`config.mk`:
```
export PLATFORM = sky130hd
export DESIGN_NAME = msb_first_bit_packer_core_flat
export DESIGN_NICKNAME = d
export VERILOG_FILES = /design/src/sv/mbp_pkg.sv /design/src/sv/mbp_if.sv /design/src/sv/msb_first_bit_packer_core.sv /design/src/flat_wrapper.sv
export SDC_FILE = /design/constraint.sdc
export NUM_CORES = 1
export LEC_CHECK = 0
export BUFFER_PORTS_ARGS = -buffer_cell sky130_fd_sc_hd__buf_2
export CORE_ASPECT_RATIO = 1.5
export CORE_MARGIN = 2
export CORE_UTILIZATION = 41
export DETAILED_ROUTE_END_ITERATION = 16
export GPL_TIMING_DRIVEN = 0
export HOLD_SLACK_MARGIN = 0.1
export SLEW_MARGIN = 20
export SYNTH_ARGS = -nofsm -noshare
export SYNTH_HDL_FRONTEND = slang
export SYNTH_SLANG_ARGS = --single-unit
```
`constraint.sdc`:
```
create_clock -name clk -period 13.82 [get_ports clk]
set_clock_uncertainty 0.1 [all_clocks]
set_input_delay 2.764 -clock clk [delete_from_list [all_inputs] [get_ports clk]]
set_output_delay 2.764 -clock clk [all_outputs]
set_load 0.01 [all_outputs]
```
`src/sv/mbp_pkg.sv`:
```
// Package for the MSB-first bit packer: shared constants and the sequencer state type.
// Depends on nothing; the interfaces and the core use it.

package mbp_pkg;

  localparam int MAX_CODE_BITS_DEF = 32;
  localparam int BYTE_W            = 8;
  localparam int INDEX_W           = 32;
  localparam int VALUE_W           = 32;
  localparam int LEN_W             = 6;

  localparam logic [BYTE_W-1:0] ALL_ONES_BYTE = 8'hFF;
  localparam logic [BYTE_W-1:0] STUFF_BYTE    = 8'h00;

  localparam logic ACT_PUT   = 1'b0;
  localparam logic ACT_FLUSH = 1'b1;

  typedef enum logic [1:0] {
    ST_IDLE,
    ST_EMIT,
    ST_SETTLE
  } state_t;

endpackage

```
`src/sv/mbp_if.sv`:
```
// Valid/ready channel interfaces for the bit packer: request channel and byte channel.
// Depends on mbp_pkg for field widths.

interface mbp_in_if;
  logic                               valid;
  logic                               ready;
  logic                               action;
  logic [mbp_pkg::VALUE_W-1:0]        code_value;
  logic [mbp_pkg::LEN_W-1:0]          code_length;

  modport source (output valid, action, code_value, code_length, input ready);
  modport sink   (input valid, action, code_value, code_length, output ready);
endinterface

interface mbp_out_if;
  logic                               valid;
  logic                               ready;
  logic [mbp_pkg::BYTE_W-1:0]         out_byte;
  logic [mbp_pkg::INDEX_W-1:0]        byte_index;
  logic                               last;

  modport source (output valid, out_byte, byte_index, last, input ready);
  modport sink   (input valid, out_byte, byte_index, last, output ready);
endinterface

```
`src/sv/msb_first_bit_packer_core.sv`:
```
// MSB-first bit packer: appends variable-length codes to a byte stream.
// Depends on mbp_pkg and the channel interfaces in mbp_if.sv.
//
// Usage:
//   in_ch  carries requests: action 0 appends the low code_length bits of
//          code_value (length saturates to MAX_CODE_BITS), action 1 pads a
//          partly filled byte with one-bits and emits it, followed by a
//          0x00 stuff byte when the padded byte is 0xFF.
//   out_ch carries completed bytes with their running stream index; last
//          marks the final byte caused by a request.
// Timing: a request is taken only when the sequencer is idle. The code is
//   aligned by one barrel shift on acceptance; a shift register then hands
//   out one byte per cycle unless out_ch stalls. A request runs idle, emit
//   (per byte, skipped if none) and settle, then idle again before the next
//   request is taken. In the emit state each byte moves from the shift
//   register to the output register once that register is free.
// Reset (rst_n low, synchronous): empties the partial byte, zeroes the
//   byte index and drops any pending output byte.
// Stall: a byte waits in the output register while out_ch.ready is low and
//   the sequencer holds; no byte is lost or repeated.

module msb_first_bit_packer_core #(
  parameter int MAX_CODE_BITS = mbp_pkg::MAX_CODE_BITS_DEF
) (
  input  logic           clk,
  input  logic           rst_n,
  mbp_in_if.sink         in_ch,
  mbp_out_if.source      out_ch
);

  localparam int ACC_W = MAX_CODE_BITS + mbp_pkg::BYTE_W;
  localparam int SH_W  = $clog2(ACC_W + 1);
  localparam int CNT_W = $clog2(ACC_W / mbp_pkg::BYTE_W + 3);
  localparam logic [mbp_pkg::LEN_W-1:0] MAX_LEN = mbp_pkg::LEN_W'(MAX_CODE_BITS);

  mbp_pkg::state_t state_r, state_nxt;

  logic [ACC_W-1:0]              acc_r;
  logic [CNT_W-1:0]              cnt_r;
  logic [2:0]                    rem_r;
  logic [mbp_pkg::BYTE_W-1:0]    partial_r;
  logic [2:0]                    held_r;
  logic [mbp_pkg::INDEX_W-1:0]   byte_count_r;
  logic                          out_valid_r;
  logic [mbp_pkg::BYTE_W-1:0]    out_byte_r;
  logic [mbp_pkg::INDEX_W-1:0]   out_index_r;
  logic                          out_last_r;

  logic                          in_fire;
  logic                          emit_fire;
  logic [mbp_pkg::LEN_W-1:0]     len_sat;
  logic [ACC_W-1:0]              val_w;
  logic [ACC_W-1:0]              val_m;
  logic [SH_W-1:0]               total;
  logic [SH_W-1:0]               sh_amt;
  logic [mbp_pkg::BYTE_W-1:0]    pad_byte;
  logic [ACC_W-1:0]              acc_load;
  logic [CNT_W-1:0]              cnt_load;
  logic [2:0]                    rem_load;

  // Load path: saturate, mask and left-align the code behind the held bits, or pad them for a flush
  always_comb begin
    len_sat = (in_ch.code_length > MAX_LEN) ? MAX_LEN : in_ch.code_length;
    val_w   = ACC_W'(in_ch.code_value);
    for (int i = 0; i < ACC_W; i++) begin
      val_m[i] = val_w[i] & (i < int'(len_sat));
    end
    total    = SH_W'(held_r) + SH_W'(len_sat);
    sh_amt   = SH_W'(ACC_W) - total;
    pad_byte = partial_r | (mbp_pkg::ALL_ONES_BYTE >> held_r);

    if (in_ch.action == mbp_pkg::ACT_FLUSH) begin
      acc_load = {pad_byte, (ACC_W - mbp_pkg::BYTE_W)'(0)};
      rem_load = 3'd0;
      if (held_r == 3'd0) begin
        // nothing waiting: keep the empty byte
        acc_load = '0;
        cnt_load = '0;
      end else if (pad_byte == mbp_pkg::ALL_ONES_BYTE) begin
        cnt_load = CNT_W'(2);
      end else begin
        cnt_load = CNT_W'(1);
      end
    end else begin
      acc_load = {partial_r, (ACC_W - mbp_pkg::BYTE_W)'(0)} | (val_m << sh_amt);
      cnt_load = CNT_W'(total >> 3);
      rem_load = total[2:0];
    end
  end

  // Next state
  always_comb begin
    state_nxt = state_r;
    case (state_r)
      mbp_pkg::ST_IDLE: begin
        if (in_fire) begin
          state_nxt = (cnt_load == '0) ? mbp_pkg::ST_SETTLE : mbp_pkg::ST_EMIT;
        end
      end
      mbp_pkg::ST_EMIT: begin
        if (emit_fire && cnt_r == CNT_W'(1)) begin
          state_nxt = mbp_pkg::ST_SETTLE;
        end
      end
      mbp_pkg::ST_SETTLE: state_nxt = mbp_pkg::ST_IDLE;
      default:            state_nxt = mbp_pkg::ST_IDLE;
    endcase
  end

  // Sequencer outputs
  always_comb begin
    in_ch.ready = (state_r == mbp_pkg::ST_IDLE);
    in_fire     = in_ch.valid && in_ch.ready;
    emit_fire   = (state_r == mbp_pkg::ST_EMIT) && (!out_valid_r || out_ch.ready);
  end

  always_ff @(posedge clk) begin
    if (!rst_n) begin
      state_r      <= mbp_pkg::ST_IDLE;
      out_valid_r  <= 1'b0;
      partial_r    <= '0;
      held_r       <= 3'd0;
      byte_count_r <= '0;
    end else begin
      state_r <= state_nxt;

      if (in_fire) begin
        acc_r <= acc_load;
        cnt_r <= cnt_load;
        rem_r <= rem_load;
      end

      // advance: top byte to the output register, shift the rest up
      if (emit_fire) begin
        out_valid_r  <= 1'b1;
        out_byte_r   <= acc_r[ACC_W-1 -: mbp_pkg::BYTE_W];
        out_index_r  <= byte_count_r;
        out_last_r   <= (cnt_r == CNT_W'(1));
        acc_r        <= acc_r << mbp_pkg::BYTE_W;
        cnt_r        <= cnt_r - CNT_W'(1);
        byte_count_r <= byte_count_r + mbp_pkg::INDEX_W'(1);
      end else if (out_ch.ready) begin
        out_valid_r <= 1'b0;
      end

      // leftover bits sit at the top with zeros below
      if (state_r == mbp_pkg::ST_SETTLE) begin
        partial_r <= acc_r[ACC_W-1 -: mbp_pkg::BYTE_W];
        held_r    <= rem_r;
      end
    end
  end

  assign out_ch.valid      = out_valid_r;
  assign out_ch.out_byte   = out_byte_r;
  assign out_ch.byte_index = out_index_r;
  assign out_ch.last       = out_last_r;

  a_emit_from_sequencer: assert property (@(posedge clk) disable iff (!rst_n)
    emit_fire |-> $past(state_r) == mbp_pkg::ST_IDLE || $past(state_r) == mbp_pkg::ST_EMIT)
    else $error("byte emitted outside the emit sequence");

  a_emit_has_bytes: assert property (@(posedge clk) disable iff (!rst_n)
    state_r == mbp_pkg::ST_EMIT |-> cnt_r != '0)
    else $error("emit state with no bytes left");

  a_settle_drained: assert property (@(posedge clk) disable iff (!rst_n)
    state_r == mbp_pkg::ST_SETTLE |-> cnt_r == '0)
    else $error("settle reached with bytes still queued");

  a_partial_clean: assert property (@(posedge clk) disable iff (!rst_n)
    (partial_r & (mbp_pkg::ALL_ONES_BYTE >> held_r)) == '0)
    else $error("free bits of the partial byte are not zero");

  a_busy_blocks_input: assert property (@(posedge clk) disable iff (!rst_n)
    in_fire |=> !in_ch.ready)
    else $error("request taken while sequencer busy");

endmodule

```
`src/flat_wrapper.sv`:
```
// flat-port wrapper written by rule: the top's interface ports become plain ports
module msb_first_bit_packer_core_flat 
#(
  parameter int MAX_CODE_BITS = mbp_pkg::MAX_CODE_BITS_DEF
)
  (clk, rst_n, in_ch_valid, in_ch_action, in_ch_code_value, in_ch_code_length, in_ch_ready, out_ch_valid, out_ch_out_byte, out_ch_byte_index, out_ch_last, out_ch_ready);
  mbp_in_if in_ch_i ();
  mbp_out_if out_ch_i ();
  input  logic clk;
  input  logic rst_n;
  input wire logic [$bits(in_ch_i.valid)-1:0] in_ch_valid;
  input wire logic [$bits(in_ch_i.action)-1:0] in_ch_action;
  input wire logic [$bits(in_ch_i.code_value)-1:0] in_ch_code_value;
  input wire logic [$bits(in_ch_i.code_length)-1:0] in_ch_code_length;
  output wire logic [$bits(in_ch_i.ready)-1:0] in_ch_ready;
  output wire logic [$bits(out_ch_i.valid)-1:0] out_ch_valid;
  output wire logic [$bits(out_ch_i.out_byte)-1:0] out_ch_out_byte;
  output wire logic [$bits(out_ch_i.byte_index)-1:0] out_ch_byte_index;
  output wire logic [$bits(out_ch_i.last)-1:0] out_ch_last;
  input wire logic [$bits(out_ch_i.ready)-1:0] out_ch_ready;
  assign in_ch_i.valid = in_ch_valid;
  assign in_ch_i.action = in_ch_action;
  assign in_ch_i.code_value = in_ch_code_value;
  assign in_ch_i.code_length = in_ch_code_length;
  assign in_ch_ready = in_ch_i.ready;
  assign out_ch_valid = out_ch_i.valid;
  assign out_ch_out_byte = out_ch_i.out_byte;
  assign out_ch_byte_index = out_ch_i.byte_index;
  assign out_ch_last = out_ch_i.last;
  assign out_ch_i.ready = out_ch_ready;
  msb_first_bit_packer_core #(.MAX_CODE_BITS(MAX_CODE_BITS)) u_core (.clk(clk), .rst_n(rst_n), .in_ch(in_ch_i), .out_ch(out_ch_i));
endmodule
```
==> flow_summary_export.csv <==
group,metric,value,unit
cts,cts_resized,0,
cts,clock_latency,0.43,ns
route,drcViolationCount,0,
status,outcome,"complete, no violations",
floorplanning,core-area,0.02026,mm2
route,via_per_inst,6.059,
floorplanning,fp.dieArea,0.02177,mm2
worst_setup_path,cp-start-kind,"primary input",
sta,tightest_slew,1.025,ns
sta,slew_headroom,0.3169,
synth,seq_area_frac_synth,0.4187,
synth,syn-num-nets,942,
finish,fin_nets,1046,
cts,clockBufferDepth,2,
power,p_leak,3.527,nW
synth,yosysUniqueCellTypes,90,
synth,synthArstFlopShare,0,
grt,antenna_found_initial,0,
floorplanning,die_w,121.1,um
worst_setup_path,crit_arrival,8.02,ns
route,num_vias,7707,
worst_setup_path,endpoint_kind,"flip-flop",
sta,clock.fmax,0.1253,GHz
grt,grt.total_usage,0.2634,
power,irDropWorstVdd,0.07664,mV
sta,timing.final.crit_share,0.5774,
job,drv_cap,0,
grt,grt_max_degree,44,
floorplanning,dieHeight,179.7,um
grt,overflow,0,
route,wire_per_inst,22.27,um
cts,cts-hold-fix-buffers,0,
synth,synthCells,891,
sta,report.final.hold_viol_count,0,
cts,cts_setup_buffers,0,
grt,first_global_vias,7623,
route,antenna_left,0,
worst_setup_path,rr_worst_depth,15,
synth,synthFlopType,"edfxtp_1",
placed_design,place_hpwl,22.57,mm
cts,cts_buffers,17,
synth,yosysWarnings,0,
cts,cts.sinks,133,
sta,tns,0,ns
cts,cts_root_buffer,"clkbuf_16",
sta,drv_slew,0,
route,firstDrtPassIters,5,
finish,num_antenna_cells,0,
floorplanning,start_util,0.4165,
sta,setup_viol,0,
placed_design,place.gp.congestion,0.9887,
cts,htree_levels,4,
finish,syn_to_final_growth,16.13,%
min_path,holdPathStages,0,
min_path,hp-class,"reg -> reg",
worst_setup_path,required,13.86,ns
cts,cts_tree,"done",
grt,grt_pass1_wl,43.46,mm
cts,clk_pin_slew,0.06,ns
synth,synthTopCellsByArea,"edfxtp_1, dfxtp_1, nand2_1",
placed_design,placed_cells,1240,
synth,synth_edf_count,87,
synth,synth_area,0.008438,mm2
finish,layout_commonest_cell,"buf_2",
route,drtIter0Drc,538,
worst_setup_path,critical_path_class,"in -> reg",
synth,yosysTopAreaCellShare,0.3096,
finish,fin_cells,1272,
floorplanning,io_pins,86,
finish,drive_gt1_frac,0.1855,
route,wirelength,28.33,mm
power,power.density,138.4,mW/mm2
sta,grt_setup_unrepaired,"no",
placed_design,portBuffers,84,
worst_setup_path,crit_fanout,10,
synth,synth-seq-cells,133,
finish,most-common-layout-cells,"buf_2, nand2_1, edfxtp_1",
synth,synth_largest_area_cell,"edfxtp_1",
sta,period_needed,7.980,ns
synth,avgSynthCellArea,9.470,um2
floorplanning,row_count,64,
[layout make-up]
type                       instances  area (um2)
buffer                            75       346.6
clock buffer                      17       425.4
clock inverter                    15       163.9
fill                            1975       10460
inverter                          14       52.55
multi-input combinational        669        4507
sequential                       133        3533
tap                              264       330.3
timing repair buffer              85       440.4
[metal layers]
metal,global-route usage,up-vias,part of all wire
li1,-,3636,-
met5,0,-,0
met1,0.2655,3641,0.35
met4,0.1890,0,0.076
met2,0.4802,332,0.53
met3,0.04156,98,0.042
[critical path, stage by stage]
cell	delay, ns
buf_2	0.12
buf_2	0.20
buf_4	0.20
buf_2	0.24
nor2b_1	0.07
ha_1	0.26
buf_2	0.20
inv_1	0.13
buf_2	0.26
buf_1	0.58
ha_1	0.38
xor3_1	0.54
buf_2	0.29
buf_2	0.22
nor2_1	0.33
nand3_1	0.17
o2111ai_1	0.14
o31ai_1	0.13
a221oi_1	0.55
o21ai_1	0.20
[cells in the mapped netlist, types with 8 or more instances]
library cell and instances:
nand2_1 95, edfxtp_1 87, nor2_1 53, dfxtp_1 46, a21oi_1 44, o21ai_0 40, clkbuf_1 39, and2_1 36
buf_2 25, nand3_1 24, o211ai_1 24, xnor2_1 21, a21boi_0 17, nor3_1 17, mux2i_1 16, nand2b_1 15
a211oi_1 13, inv_1 13, o2111ai_1 12, o22ai_1 12, a31oi_1 11, nor2b_1 11, or3_1 11, mux2_2 10
o21ai_1 9, nand4_1 8
[stage by stage]
step           hold WS [ns]  power (mW)  utilization  area (um2)  setup WS, ns
4_1_cts              0.3603       1.351       0.4837        9799         5.914
2_1_floorplan        0.3262      0.7595            -        8438         7.298
3_5_place_dp         0.3462      0.9035       0.4546        9210         5.480
6_report             0.3613       1.356       0.4837        9799         5.840
5_1_grt              0.3703       1.410       0.4837        9799         5.610
3_3_place_gp         0.3385      0.9028       0.4536        9189         5.426
[state kept, by name (all words and copies together) (netlist names), 2 cells and up]
signal / count
u_core.out_ch.byte_index: 32
u_core.state_r: 2
u_core.out_ch.out_byte: 8
u_core.partial_r: 8
u_core.acc_r: 40
u_core.held_r: 3
u_core.rem_r: 3
u_core.cnt_r: 3
u_core.byte_count_r: 32
[kinds of logic after synthesis]
group,share of synthesized area
compound gates,0.2530
xor+xnor,0.03351
fa+ha+maj,0.01275
buf+inv,0.04730
flops,0.4187
mux,0.04834
simple gates,0.1864
[path summary, 6_finish.rpt]
check,start,slack (ns),endpoint
max,in_ch_code_length[5],5.84,u_core.acc_r[38]$_DFFE_PP_
min,u_core.acc_r[38]$_DFFE_PP_,0.36,u_core.out_ch.out_byte[6]$_DFFE_PP_
min reg2reg,u_core.acc_r[38]$_DFFE_PP_,0.36,u_core.out_ch.out_byte[6]$_DFFE_PP_
max reg2reg,u_core.held_r[0]$_SDFFE_PN0N_,8.65,u_core.acc_r[38]$_DFFE_PP_
[power breakdown]
| part | leakage [nW] | switching (mW) | internal [mW] |
|---|---|---|---|
| clock network | 0.294 | 0.179 | 0.269 |
| logic | 2.03 | 0.291 | 0.146 |
| registers | 1.20 | 0.0113 | 0.459 |
(Power assumes the default switching activity.)
